--- src/sv/mtp_pkg.sv ---
// Shared types, constants and tables for the meter telegram parser.
package mtp_pkg;

  localparam int NUM_CODES  = 24;
  localparam int CODE_SLOTS = 24;
  localparam int ACT_CODES  = (NUM_CODES < CODE_SLOTS) ? NUM_CODES : CODE_SLOTS;
  localparam int IDX_W      = 5;
  localparam int VAL_W      = 48;
  localparam int CRC_W      = 16;
  localparam int Q_DEPTH    = 4;
  localparam int Q_AW       = $clog2(Q_DEPTH);

  localparam logic [VAL_W-1:0] VAL_MAX   = {VAL_W{1'b1}};
  localparam logic [15:0]      CRC_INIT  = 16'hFFFF;
  localparam logic [15:0]      CRC_POLY  = 16'hA001;

  localparam logic [7:0] CH_SLASH = 8'h2F;
  localparam logic [7:0] CH_BANG  = 8'h21;
  localparam logic [7:0] CH_CR    = 8'h0D;
  localparam logic [7:0] CH_LF    = 8'h0A;
  localparam logic [7:0] CH_LPAR  = 8'h28;
  localparam logic [7:0] CH_RPAR  = 8'h29;
  localparam logic [7:0] CH_STAR  = 8'h2A;
  localparam logic [7:0] CH_DOT   = 8'h2E;

  typedef enum logic [2:0] {
    OP_NONE,
    OP_DIGIT,
    OP_DOT,
    OP_BAD,
    OP_LPAR,
    OP_EOL,
    OP_RESET
  } op_t;

  // Front-to-back queue entry: one classified beat.
  typedef struct packed {
    op_t                   op;
    logic [3:0]            digit;
    logic                  term_hit;   // byte equals terminator of lowest complete code
    logic                  has_match;
    logic [IDX_W-1:0]      idx;
    logic                  frame_end;
    logic [CRC_W-1:0]      crc;
    logic [CRC_W-1:0]      hexval;
  } cmd_t;

  function automatic logic [3:0] code_len(input int k);
    case (k)
      4, 6, 7, 23: return 4'd11;
      5, 8, 11, 12, 13, 14, 15, 16, 17, 18, 19, 20, 21, 22: return 4'd10;
      0, 1, 2, 3, 9, 10: return 4'd9;
      default: return 4'd0;
    endcase
  endfunction

  function automatic logic [7:0] code_char(input int k, input logic [3:0] col);
    logic [87:0] s;
    logic [3:0]  len;
    logic [7:0]  c;
    len = code_len(k);
    case (k)
      0: s = 88'("1-0:1.8.1");    1: s = 88'("1-0:1.8.2");
      2: s = 88'("1-0:2.8.1");    3: s = 88'("1-0:2.8.2");
      4: s = 88'("0-0:96.7.21");  5: s = 88'("0-0:96.7.9");
      6: s = 88'("1-0:32.32.0");  7: s = 88'("1-0:32.36.0");
      8: s = 88'("0-1:24.2.1");   9: s = 88'("1-0:1.7.0");
      10: s = 88'("1-0:2.7.0");   11: s = 88'("1-0:21.7.0");
      12: s = 88'("1-0:41.7.0");  13: s = 88'("1-0:61.7.0");
      14: s = 88'("1-0:22.7.0");  15: s = 88'("1-0:42.7.0");
      16: s = 88'("1-0:62.7.0");  17: s = 88'("1-0:31.7.0");
      18: s = 88'("1-0:51.7.0");  19: s = 88'("1-0:71.7.0");
      20: s = 88'("1-0:32.7.0");  21: s = 88'("1-0:52.7.0");
      22: s = 88'("1-0:72.7.0");  23: s = 88'("0-0:96.14.0");
      default: s = '0;
    endcase
    // text is right-aligned: first character sits in the highest used byte
    c = (col < len) ? s[8*(int'(len) - 1 - int'(col)) +: 8] : 8'h00;
    return c;
  endfunction

  function automatic logic [7:0] code_term(input logic [IDX_W-1:0] k);
    case (k)
      5'd4, 5'd5, 5'd6, 5'd7, 5'd23: return CH_RPAR;
      default: return CH_STAR;
    endcase
  endfunction

  function automatic logic [15:0] crc_byte(input logic [15:0] c_in, input logic [7:0] b);
    logic [15:0] c;
    c = c_in ^ {8'h00, b};
    for (int i = 0; i < 8; i++) begin
      c = c[0] ? ((c >> 1) ^ CRC_POLY) : (c >> 1);
    end
    return c;
  endfunction

endpackage

--- src/sv/mtp_front.sv ---
// Front end: frame tracking, CRC, code matching and byte classification.
module mtp_front (
  input  logic           clk,
  input  logic           rst_n,
  input  logic [7:0]     in_byte,
  input  logic           in_take,
  output mtp_pkg::cmd_t  cmd,
  output logic           cmd_valid
);
  import mtp_pkg::*;

  logic                 in_frame_r, in_frame_nxt;
  logic [15:0]          crc_r, crc_nxt;
  logic [3:0]           col_r, col_nxt;
  logic [ACT_CODES-1:0] cand_r, cand_nxt;
  logic [ACT_CODES-1:0] comp_r, comp_nxt;
  logic                 cap_r, cap_nxt;
  logic [1:0]           hcnt_r, hcnt_nxt;
  logic                 hstop_r, hstop_nxt;
  logic [15:0]          hval_r, hval_nxt;

  logic [15:0]          crc_fed;
  logic [4:0]           hex_d;
  logic                 found;
  logic [IDX_W-1:0]     low_idx;

  always_comb begin
    hex_d = 5'h10;
    if (in_byte inside {[8'h30:8'h39]}) hex_d = {1'b0, in_byte[3:0]};
    else if (in_byte inside {[8'h41:8'h46], [8'h61:8'h66]}) hex_d = {1'b0, in_byte[3:0] + 4'd9};
  end

  always_comb begin
    in_frame_nxt = in_frame_r;
    crc_nxt      = crc_r;
    col_nxt      = col_r;
    cand_nxt     = cand_r;
    comp_nxt     = comp_r;
    cap_nxt      = cap_r;
    hcnt_nxt     = hcnt_r;
    hstop_nxt    = hstop_r;
    hval_nxt     = hval_r;
    cmd          = '0;
    cmd.op       = OP_NONE;
    cmd_valid    = 1'b0;
    found        = 1'b0;
    low_idx      = '0;
    crc_fed      = crc_byte((in_byte == CH_SLASH) ? CRC_INIT : crc_r, in_byte);
    if (cap_r) begin
      if (!hstop_r) begin
        if (hex_d[4]) hstop_nxt = 1'b1;
        else hval_nxt = {hval_r[11:0], hex_d[3:0]};
      end
      hcnt_nxt = hcnt_r + 2'd1;
      if (hcnt_r == 2'd3) begin
        cmd.frame_end = 1'b1;
        cmd.crc       = crc_r;
        cmd.hexval    = hval_nxt;
        cmd_valid     = 1'b1;
        cap_nxt       = 1'b0;
        in_frame_nxt  = 1'b0;
        crc_nxt       = CRC_INIT;
        col_nxt       = '0;
        cand_nxt      = '1;
        comp_nxt      = '0;
      end
    end else if (in_byte == CH_SLASH || in_frame_r) begin
      in_frame_nxt = 1'b1;
      crc_nxt      = crc_fed;
      cmd_valid    = 1'b1;
      if (in_byte == CH_SLASH) begin
        col_nxt  = '0;
        cand_nxt = '1;
        comp_nxt = '0;
      end else begin
        col_nxt  = col_r;
        cand_nxt = cand_r;
        comp_nxt = comp_r;
      end
      if (in_byte == CH_BANG) begin
        cmd.op    = OP_RESET;
        col_nxt   = '0;
        cand_nxt  = '1;
        comp_nxt  = '0;
        cap_nxt   = 1'b1;
        hcnt_nxt  = '0;
        hstop_nxt = 1'b0;
        hval_nxt  = '0;
      end else if (in_byte == CH_CR || in_byte == CH_LF) begin
        for (int k = ACT_CODES - 1; k >= 0; k--) begin
          if (comp_nxt[k]) begin
            found   = 1'b1;
            low_idx = IDX_W'(k);
          end
        end
        cmd.op        = OP_EOL;
        cmd.has_match = found;
        cmd.idx       = low_idx;
        col_nxt       = '0;
        cand_nxt      = '1;
        comp_nxt      = '0;
      end else begin
        for (int k = 0; k < ACT_CODES; k++) begin
          if (cand_nxt[k] && col_nxt < code_len(k)) begin
            if (in_byte != code_char(k, col_nxt)) cand_nxt[k] = 1'b0;
            else if (col_nxt + 4'd1 == code_len(k)) comp_nxt[k] = 1'b1;
          end
        end
        if (col_nxt != 4'd15) col_nxt = col_nxt + 4'd1;
        for (int k = ACT_CODES - 1; k >= 0; k--) begin
          if (comp_nxt[k]) begin
            found   = 1'b1;
            low_idx = IDX_W'(k);
          end
        end
        cmd.term_hit = found && (in_byte == code_term(low_idx));
        cmd.digit    = in_byte[3:0];
        if (in_byte == CH_SLASH) cmd.op = OP_RESET;
        else if (in_byte == CH_LPAR) cmd.op = OP_LPAR;
        else if (in_byte inside {[8'h30:8'h39]}) cmd.op = OP_DIGIT;
        else if (in_byte == CH_DOT) cmd.op = OP_DOT;
        else cmd.op = OP_BAD;
      end
    end
    cmd_valid = cmd_valid & in_take;
  end

  always_ff @(posedge clk) begin
    if (!rst_n) begin
      in_frame_r <= 1'b0;
      crc_r      <= CRC_INIT;
      col_r      <= '0;
      cand_r     <= '1;
      comp_r     <= '0;
      cap_r      <= 1'b0;
      hcnt_r     <= '0;
      hstop_r    <= 1'b0;
      hval_r     <= '0;
    end else if (in_take) begin
      in_frame_r <= in_frame_nxt;
      crc_r      <= crc_nxt;
      col_r      <= col_nxt;
      cand_r     <= cand_nxt;
      comp_r     <= comp_nxt;
      cap_r      <= cap_nxt;
      hcnt_r     <= hcnt_nxt;
      hstop_r    <= hstop_nxt;
      hval_r     <= hval_nxt;
    end
  end

endmodule

--- src/sv/mtp_queue.sv ---
// Small FIFO of classified beats between front and back end.
module mtp_queue (
  input  logic           clk,
  input  logic           rst_n,
  input  logic           wr_en,
  input  mtp_pkg::cmd_t  wr_data,
  output logic           full,
  input  logic           rd_en,
  output mtp_pkg::cmd_t  rd_data,
  output logic           empty
);
  import mtp_pkg::*;

  cmd_t             mem [Q_DEPTH];
  logic [Q_AW:0]    wp_r, rp_r;

  assign empty   = (wp_r == rp_r);
  assign full    = (wp_r[Q_AW] != rp_r[Q_AW]) && (wp_r[Q_AW-1:0] == rp_r[Q_AW-1:0]);
  assign rd_data = mem[rp_r[Q_AW-1:0]];

  always_ff @(posedge clk) begin
    if (wr_en) mem[wp_r[Q_AW-1:0]] <= wr_data;
  end

  always_ff @(posedge clk) begin
    if (!rst_n) begin
      wp_r <= '0;
      rp_r <= '0;
    end else begin
      if (wr_en) wp_r <= wp_r + (Q_AW+1)'(1);
      if (rd_en) rp_r <= rp_r + (Q_AW+1)'(1);
    end
  end

endmodule

--- src/sv/mtp_back.sv ---
// Back end: field accumulation, value latching and result register.
module mtp_back (
  input  logic                       clk,
  input  logic                       rst_n,
  input  mtp_pkg::cmd_t              cmd,
  input  logic                       cmd_avail,
  output logic                       cmd_take,
  output logic                       out_valid,
  input  logic                       out_stall,
  output logic                       out_result_kind,
  output logic [mtp_pkg::IDX_W-1:0]  out_item_index,
  output logic [mtp_pkg::VAL_W-1:0]  out_value_milli,
  output logic [15:0]                out_crc_computed,
  output logic [15:0]                out_crc_received,
  output logic                       out_crc_match
);
  import mtp_pkg::*;

  logic [VAL_W-1:0] acc_r, acc_nxt;
  logic [4:0]       cnt_r, cnt_nxt;
  logic             dot_r, dot_nxt, stop_r, stop_nxt, bad_r, bad_nxt;
  logic [1:0]       frac_r, frac_nxt;
  logic [VAL_W-1:0] lat_r, lat_nxt;
  logic             ov_r;
  logic             emit;
  logic [VAL_W+4:0] mul10, addend, sum;
  logic             ok;

  assign cmd_take = cmd_avail && (!ov_r || !out_stall);
  assign out_valid = ov_r;

  always_comb begin
    acc_nxt  = acc_r;
    cnt_nxt  = cnt_r;
    dot_nxt  = dot_r;
    stop_nxt = stop_r;
    bad_nxt  = bad_r;
    frac_nxt = frac_r;
    lat_nxt  = lat_r;
    emit     = 1'b0;
    mul10    = '0;
    addend   = '0;
    sum      = '0;
    ok       = !bad_r && cnt_r != 5'd0 && cnt_r <= 5'd15;
    if (cmd.frame_end) begin
      emit = 1'b1;
    end else begin
      case (cmd.op)
        OP_RESET, OP_EOL: begin
          emit     = (cmd.op == OP_EOL) && cmd.has_match;
          acc_nxt  = '0;
          cnt_nxt  = '0;
          dot_nxt  = 1'b0;
          stop_nxt = 1'b0;
          bad_nxt  = 1'b1;
          frac_nxt = '0;
          lat_nxt  = '0;
        end
        OP_LPAR: begin
          acc_nxt  = '0;
          cnt_nxt  = '0;
          dot_nxt  = 1'b0;
          stop_nxt = 1'b0;
          bad_nxt  = 1'b0;
          frac_nxt = '0;
          lat_nxt  = '0;
        end
        OP_DIGIT, OP_DOT, OP_BAD: begin
          if (cmd.term_hit) lat_nxt = ok ? acc_r : '0;
          if (cnt_r != 5'd31) cnt_nxt = cnt_r + 5'd1;
          if (cmd.op == OP_DIGIT) begin
            if (!stop_r) begin
              if (!dot_r) begin
                mul10  = {2'b00, acc_r, 3'b000} + {3'b000, acc_r, 1'b0};
                addend = (VAL_W+5)'(cmd.digit) * (VAL_W+5)'(1000);
                sum    = mul10 + addend;
                acc_nxt = (sum > {5'b0, VAL_MAX}) ? VAL_MAX : sum[VAL_W-1:0];
              end else if (frac_r != 2'd3) begin
                case (frac_r)
                  2'd0:    addend = (VAL_W+5)'(cmd.digit) * (VAL_W+5)'(100);
                  2'd1:    addend = (VAL_W+5)'(cmd.digit) * (VAL_W+5)'(10);
                  default: addend = (VAL_W+5)'(cmd.digit);
                endcase
                sum      = {5'b0, acc_r} + addend;
                acc_nxt  = (sum > {5'b0, VAL_MAX}) ? VAL_MAX : sum[VAL_W-1:0];
                frac_nxt = frac_r + 2'd1;
              end
            end
          end else if (cmd.op == OP_DOT) begin
            if (dot_r) stop_nxt = 1'b1;
            else dot_nxt = 1'b1;
          end else begin
            bad_nxt = 1'b1;
          end
        end
        default: ;
      endcase
    end
  end

  always_ff @(posedge clk) begin
    if (!rst_n) begin
      acc_r  <= '0;
      cnt_r  <= '0;
      dot_r  <= 1'b0;
      stop_r <= 1'b0;
      bad_r  <= 1'b1;
      frac_r <= '0;
      lat_r  <= '0;
      ov_r   <= 1'b0;
    end else begin
      if (cmd_take && emit) ov_r <= 1'b1;
      else if (!out_stall) ov_r <= 1'b0;
      if (cmd_take) begin
        acc_r  <= acc_nxt;
        cnt_r  <= cnt_nxt;
        dot_r  <= dot_nxt;
        stop_r <= stop_nxt;
        bad_r  <= bad_nxt;
        frac_r <= frac_nxt;
        lat_r  <= lat_nxt;
      end
    end
  end

  always_ff @(posedge clk) begin
    if (cmd_take && emit) begin
      out_result_kind  <= cmd.frame_end;
      out_item_index   <= cmd.frame_end ? '0 : cmd.idx;
      out_value_milli  <= cmd.frame_end ? '0 : lat_r;
      out_crc_computed <= cmd.frame_end ? cmd.crc : '0;
      out_crc_received <= cmd.frame_end ? cmd.hexval : '0;
      out_crc_match    <= cmd.frame_end && (cmd.crc == cmd.hexval);
    end
  end

endmodule

--- src/sv/meter_telegram_parser.sv ---
// Top level of the meter telegram parser.
//   channel | ports                 | direction
//   input   | in_valid/in_stall     | bytes in, in_rx_byte
//   result  | out_valid/out_stall   | line values and frame CRC results
// One byte per cycle unless the queue is full; front classifies and updates CRC/matcher.
// Back end folds one beat per cycle into the field accumulator while no result is stalled;
// a 4-deep queue decouples them; out_valid is registered when back end takes a closing beat.
// in_stall rises only when the queue is full; reset is synchronous, active low.
module meter_telegram_parser (
  input  logic                       clk,
  input  logic                       rst_n,
  input  logic                       in_valid,
  output logic                       in_stall,
  input  logic [7:0]                 in_rx_byte,
  output logic                       out_valid,
  input  logic                       out_stall,
  output logic                       out_result_kind,
  output logic [mtp_pkg::IDX_W-1:0]  out_item_index,
  output logic [mtp_pkg::VAL_W-1:0]  out_value_milli,
  output logic [15:0]                out_crc_computed,
  output logic [15:0]                out_crc_received,
  output logic                       out_crc_match
);
  import mtp_pkg::*;

  cmd_t  f_cmd, q_cmd;
  logic  f_valid, q_full, q_empty, b_take, in_take;

  assign in_stall = q_full;
  assign in_take  = in_valid && !q_full;

  mtp_front u_front (
    .clk       (clk),
    .rst_n     (rst_n),
    .in_byte   (in_rx_byte),
    .in_take   (in_take),
    .cmd       (f_cmd),
    .cmd_valid (f_valid)
  );

  mtp_queue u_queue (
    .clk     (clk),
    .rst_n   (rst_n),
    .wr_en   (f_valid),
    .wr_data (f_cmd),
    .full    (q_full),
    .rd_en   (b_take),
    .rd_data (q_cmd),
    .empty   (q_empty)
  );

  mtp_back u_back (
    .clk              (clk),
    .rst_n            (rst_n),
    .cmd              (q_cmd),
    .cmd_avail        (!q_empty),
    .cmd_take         (b_take),
    .out_valid        (out_valid),
    .out_stall        (out_stall),
    .out_result_kind  (out_result_kind),
    .out_item_index   (out_item_index),
    .out_value_milli  (out_value_milli),
    .out_crc_computed (out_crc_computed),
    .out_crc_received (out_crc_received),
    .out_crc_match    (out_crc_match)
  );

endmodule
--- config.mk ---
export PLATFORM = sky130hd
export DESIGN_NAME = meter_telegram_parser
export DESIGN_NICKNAME = d
export VERILOG_FILES = /design/src/sv/mtp_pkg.sv /design/src/sv/mtp_front.sv /design/src/sv/mtp_queue.sv /design/src/sv/mtp_back.sv /design/src/sv/meter_telegram_parser.sv
export SDC_FILE = /design/constraint.sdc
export NUM_CORES = 1
export LEC_CHECK = 0
export BUFFER_PORTS_ARGS = -buffer_cell sky130_fd_sc_hd__buf_4
export CAP_MARGIN = 5
export CORE_MARGIN = 4
export CORE_UTILIZATION = 45
export CTS_CLUSTER_SIZE = 10
export DETAILED_ROUTE_END_ITERATION = 8
export SYNTH_ARGS = -nofsm -noshare
export SYNTH_HDL_FRONTEND = slang
export SYNTH_HIERARCHICAL = 1
export SYNTH_SLANG_ARGS = --single-unit
--- constraint.sdc ---
create_clock -name clk -period 7.33 [get_ports clk]
set_clock_uncertainty 0.05 [all_clocks]
set_input_delay 0.3665 -clock clk [delete_from_list [all_inputs] [get_ports clk]]
set_output_delay 0.3665 -clock clk [all_outputs]
set_load 0.01 [all_outputs]
Yosys cells after proc, flatten, opt, wreduce, memory -nomap -nowiden
Memories as Yosys holds them, arrays and structs flattened. A register that Yosys moved wholly into a read port is not among the register bits.
Cells that the tools add are included.
Operators by class
  shift operators: 24
  muxes and demuxes: 862
  reduce and logical (&&, ||, !) cells: 64
  $lt $le $gt $ge: 36
  add/sub/neg operators: 58
  multipliers: 3
  eq/ne operators: 87
  bitwise gates (word level): 11
Operator list (count)
  $mux W88: 120
  $shiftx A88 B32 Y8: 24
  $mux W4: 285
  $sub A29 B5 Y29: 24
  $mux W24: 16
  $mux W48: 8
  $mux W53: 6
  $mux W1: 297
  $mux W5: 56
  $mux W16: 17
  $mux W8: 28
  $ne A8 B8 Y1: 24
  $pmux W48 S2: 2
  $sub A4 B1 Y5 const B: 24
  $lt A4 B4 Y1: 27
  $gt A53 B48 Y1 const B: 2
  $eq A4 B4 Y1: 24
  $mux W33: 2
  $add A48 B53 Y53: 1
  $add A53 B14 Y53: 1
  $add A51 B49 Y52: 1
  $logic_and A1 B1 Y1: 36
  $eq A8 B6 Y1 const B: 4
  $mux W14: 2
  58 further kinds: 114
Word-level totals
  input bits: 12
  bits in writable memories: 188
  word-level logic and storage cells: 1171
  register bits after elaboration: 289
  memories kept: 1
Memories
  u_queue.mem: depth 4, bits a word 47, rd ports 1, clocked after Yosys merged registers in 1, wr ports 1, line mtp_queue.sv:14  | cmd_t mem [Q_DEPTH];

Logic depth before layout (Yosys ltp)
  depth after elaboration: 73
  gate-level depth with buffers: 28
  gate-level depth less buffers: 26

By module
Netlist, hierarchy kept.
By module, submodules not included
  mtp_back: times used 1, sequential area each 4754.6 um2, area an instance 13470.4 um2, cells each 1506
  mtp_front: times used 1, sequential area each 1781.7 um2, area an instance 8549.4 um2, cells each 1194
  mtp_queue: times used 1, sequential area each 5805.6 um2, area an instance 7209.4 um2, cells each 286
  meter_telegram_parser: times used 1, sequential area each 0.0 um2, area an instance 17.5 um2, cells each 2

Least setup slack after synthesis
Ideal clock, no wire load.
  kind: flip-flop to flip-flop
  start point: register with a tool-made name
  end point: register u_back.acc_r[30]
  buffers on the path: 1
  required time: 7.137 ns
  path slack: 0.701 ns
  library setup time: 0.143 ns
  clock period less this slack: 6.629 ns
  arrival time: 6.436 ns
  stages on the path, launching flop included: 28
  cell sequence: dfxtp_1 buf_4 mux4_2 fa_1 inv_1 fa_1 inv_1 ha_1 a21oi_1 nor2b_1 nor2_1 nor2_1 o21ai_0 nand2_1 a21oi_1 xor2_1 fa_1 inv_1 ha_1 nand4_1 nor3_1 a211oi_1 a2111oi_1 o21ai_0 a31oi_1 nand4_2 nor3_4 a221oi_1
RTL lines
  to (signal assigned): line mtp_back.sv:115  | acc_r <= acc_nxt;
  to (decl): line mtp_back.sv:19  | logic [VAL_W-1:0] acc_r, acc_nxt;

==> run metrics <==
result of the run=completed; crit-path leading delay family=adder cells; cell types occupying the most area after synthesis=sky130_fd_sc_hd__edfxtp_1 28%, sky130_fd_sc_hd__dfxtp_1 14%, sky130_fd_sc_hd__ha_1 5.9%, sky130_fd_sc_hd__mux4_2 3.6%, sky130_fd_sc_hd__xnor2_1 3.2%; highest net fanout along the worst path=9; Boundary Pins=101; Setup Slack @ Placement=0.138 ns; share of layout cells above drive strength 1=12.4%; WS Path Type=flip-flop to flip-flop; final worst-path setup slack=0.394 ns; synthesis-stage register bit count=479; cell types with the highest counts after synthesis=275 x sky130_fd_sc_hd__edfxtp_1, 238 x sky130_fd_sc_hd__nor2_1, 204 x sky130_fd_sc_hd__dfxtp_1, 200 x sky130_fd_sc_hd__nand2_1, 176 x sky130_fd_sc_hd__o21ai_0; clock tree root driver cell=sky130_fd_sc_hd__clkbuf_16; longest individual stage delay on the worst path=0.62 ns; path class of the lowest-slack min-delay path=input port to flip-flop; final hold vios=0; count of TritonRoute iterations in the first routing pass=6; die width=263 um; most instantiated flip-flop cell in the synthesis netlist=sky130_fd_sc_hd__edfxtp_1; routability congestion estimate=0.918; vias in the first global route=23500; relative contribution of the clock network to total power=42.0%; clock edge transition at the registers on the reported setup and hold paths=0.06 ns; Pins Over Slew Limit=0; core area=0.0643 mm2; wirelength, routed=83900 um; Least-Margin Pin Slew=1.27 ns; post-synth top area share=28.2%; master of the slowest instance on the critical path=sky130_fd_sc_hd__fa_1; final number of setup-violating endpoints=0; share of the yosys chip area belonging to registers=42.2%; clock tree from TritonCTS=done; VDD IR max=0.000232 V; gate count of the mapped netlist=2988; initial antenna violation count=0; multi-input gate area in the final layout=0.0157 mm2; DRC violation count after routing=0; Post-synth ARST share=0%; yosys synthesis warning count=6; Post-synth EDFFs=275; switching share of total power=24.7%; remaining number of nets flagged by the antenna check after routing=0; P_int=0.00482 W; number of diodes=0; deepest clock path buffer count=3; part of the total power dissipated in sequential elements=46.7%; total net switching power=0.00158 W; Die Span Y=263 um; TritonCTS Buffers=57; post-synthesis to final-layout area growth=11.7%; count of max-cap constraint violations=0; detail-routed net length per standard cell=21.3 um; level count of the clock H-tree=2; number of violations reported at the end of detailed-routing iteration 0=1857; count of clock tree sinks=479; crit start category=flip-flop; nets=3210; worst min-delay path startpoint=rst_n; worst rel slew slack=14.9%; Site Rows=93; required time of the worst setup path=7.73 ns; synthesized netlist net count=3161; all-layer global routing usage=23.5%; count of fill cells added during filler insertion=5891; largest net degree at the start of global routing=94; Initial Utilization=45.5%; input/output buffers=100; post-route clock period utilization=94.6%; Total Power Consumption=0.00639 W; vias after detailed routing=23900; kind of end point of the critical path=flip-flop; Pwr Density=196 mW/mm2; number of unique standard cell types used by synthesis=113; clock latency at the later pin of the worst-skew pair=0.64 ns; power share of the combinational group=11.2%; placed wire-length estimate=59300 um; most repeated cell in the gate-level netlist after synthesis=sky130_fd_sc_hd__edfxtp_1; mean instance size in the synthesized netlist=9.79 um2; global-route congestion overflow total=0; Data arrival, critical path=7.33 ns; total area of sequential cells=0.0123 mm2; Vias per Instance=6.05; static leakage=11.7 nW; clock period minus final worst setup slack=6.94 ns; Netlist Area Pre-Place=0.0292 mm2; sum of buffers and inverters on the critical path=6; global-route wire length before repair=133000 um; worst hold slack after final layout=0.0780 ns; largest area contributor in the netlist=sky130_fd_sc_hd__edfxtp_1; total die area=0.0691 mm2; peak clock frequency supported by timing=0.144 GHz
worst paths after layout:
check / to / slack (ns) / cells past startpoint
worst max-delay path: u_back/acc_r[15]$_SDFFE_PN0P_ / 0.39 / 29
worst min-delay path: u_back/acc_r[18]$_SDFFE_PN0P_ / 0.08 / 3
worst max register to register: u_back/acc_r[15]$_SDFFE_PN0P_ / 0.39 / 29
worst min register to register: u_front/hcnt_r[1]$_SDFFE_PN0P_ / 0.42 / 2
worst reg2reg max path: cells and delay by family, from the launching register on:
family,cells,cell delay (ns)
flops,1,0.39
mux,1,0.54
compound gates,7,1.28
simple gates,9,1.32
fa+ha+maj,5,2.19
xor+xnor,1,0.23
buf+inv,6,0.79
kinds of logic (layout without fill, tap and decap cells):
group	after synthesis	after routing	share of synthesized area, %
buf+inv	305	403	4.53
mux	76	76	4.67
compound gates	852	852	19.7
xor+xnor	150	150	4.54
fa+ha+maj	161	161	7.45
simple gates	965	965	16.9
flops	479	479	42.2
final cells by class:
| type | count | share of cell area [%] |
|---|---|---|
| clock buffer | 99 | 5.07 |
| timing repair buffer | 173 | 4.01 |
| clock inverter | 9 | 0.448 |
| tap | 855 | 3.27 |
| sequential | 479 | 37.8 |
| inverter | 122 | 1.41 |
| multi-input combinational | 2204 | 48.0 |
state kept, by name, indices dropped and copies added, names as in the netlist, 2 cells and up, named ones only:
register / flops
u_front/hval_r: 16
u_back/out_crc_received: 16
u_back/acc_r: 48
u_back/frac_r: 2
u_front/crc_r: 16
u_front/cand_r: 24
u_front/hcnt_r: 2
u_queue/rp_r: 3
u_back/out_item_index: 5
u_back/lat_r: 48
u_queue/mem: 188
u_front/comp_r: 24
u_front/col_r: 4
u_back/out_crc_computed: 16
u_back/out_value_milli: 48
u_queue/wp_r: 3
u_back/cnt_r: 5
metrics by stage:
stage	area (um2)	cells	util [%]	setup TNS, ns
2_1_floorplan	29200	2988	-	0
3_3_place_gp	30800	3830	47.9	0
3_5_place_dp	30800	3830	47.9	0
4_1_cts	32600	3938	50.7	0
5_1_grt	32700	3941	50.8	-0.00919
6_report	32700	3941	50.8	0
layout by cell type, fill, tap and decap left out, types with 18 or more instances in the layout:
cell,n
sky130_fd_sc_hd__edfxtp_1,275
sky130_fd_sc_hd__nor2_1,233
sky130_fd_sc_hd__dfxtp_1,202
sky130_fd_sc_hd__nand2_1,200
sky130_fd_sc_hd__o21ai_0,175
sky130_fd_sc_hd__buf_4,172
sky130_fd_sc_hd__a21oi_1,168
sky130_fd_sc_hd__ha_1,139
sky130_fd_sc_hd__inv_1,115
sky130_fd_sc_hd__nor2b_1,115
sky130_fd_sc_hd__xnor2_1,107
sky130_fd_sc_hd__a22oi_1,89
sky130_fd_sc_hd__nor3_1,82
sky130_fd_sc_hd__nand3_1,67
sky130_fd_sc_hd__clkbuf_16,58
sky130_fd_sc_hd__and2_1,54
sky130_fd_sc_hd__o22ai_1,48
sky130_fd_sc_hd__mux4_2,47
sky130_fd_sc_hd__xor2_1,42
sky130_fd_sc_hd__and3_1,39
sky130_fd_sc_hd__a31oi_1,37
sky130_fd_sc_hd__clkbuf_1,36
sky130_fd_sc_hd__nand4_1,32
sky130_fd_sc_hd__nand2b_1,26
sky130_fd_sc_hd__a211oi_1,26
sky130_fd_sc_hd__mux2i_1,25
sky130_fd_sc_hd__nor4_1,23
sky130_fd_sc_hd__o211ai_1,23
sky130_fd_sc_hd__o21a_1,23
sky130_fd_sc_hd__fa_1,22
sky130_fd_sc_hd__a21o_1,21
sky130_fd_sc_hd__o31ai_1,19
sky130_fd_sc_hd__a21boi_0,18
power groups by stage:
stage / Combinational, W / Sequential [W] / Clock, W
after global placement: 0.000722 / 0.00305 / 0
final: 0.000717 / 0.00299 / 0.00269
after detailed placement: 0.000728 / 0.00305 / 0
after floorplan: 0.000447 / 0.00310 / 0
after CTS: 0.000730 / 0.00299 / 0.00276
after global routing: 0.000781 / 0.00300 / 0.00287
timing repair:
item / in CTS / in global routing
setup buffers: 0 / 3
setup endpoints to repair: 0 / 46
resized for setup: 0 / 8
hold buffers: 0 / 0
per-layer routing:
layer	global-route usage [%]	part of all wire [%]	wire, um
met5	0	0	0
met2	40.6	49	40900
met1	30.6	42	35400
met4	8.37	3.5	2970
met3	3.01	5.5	4660
Power figures use the tool's default switching activity.
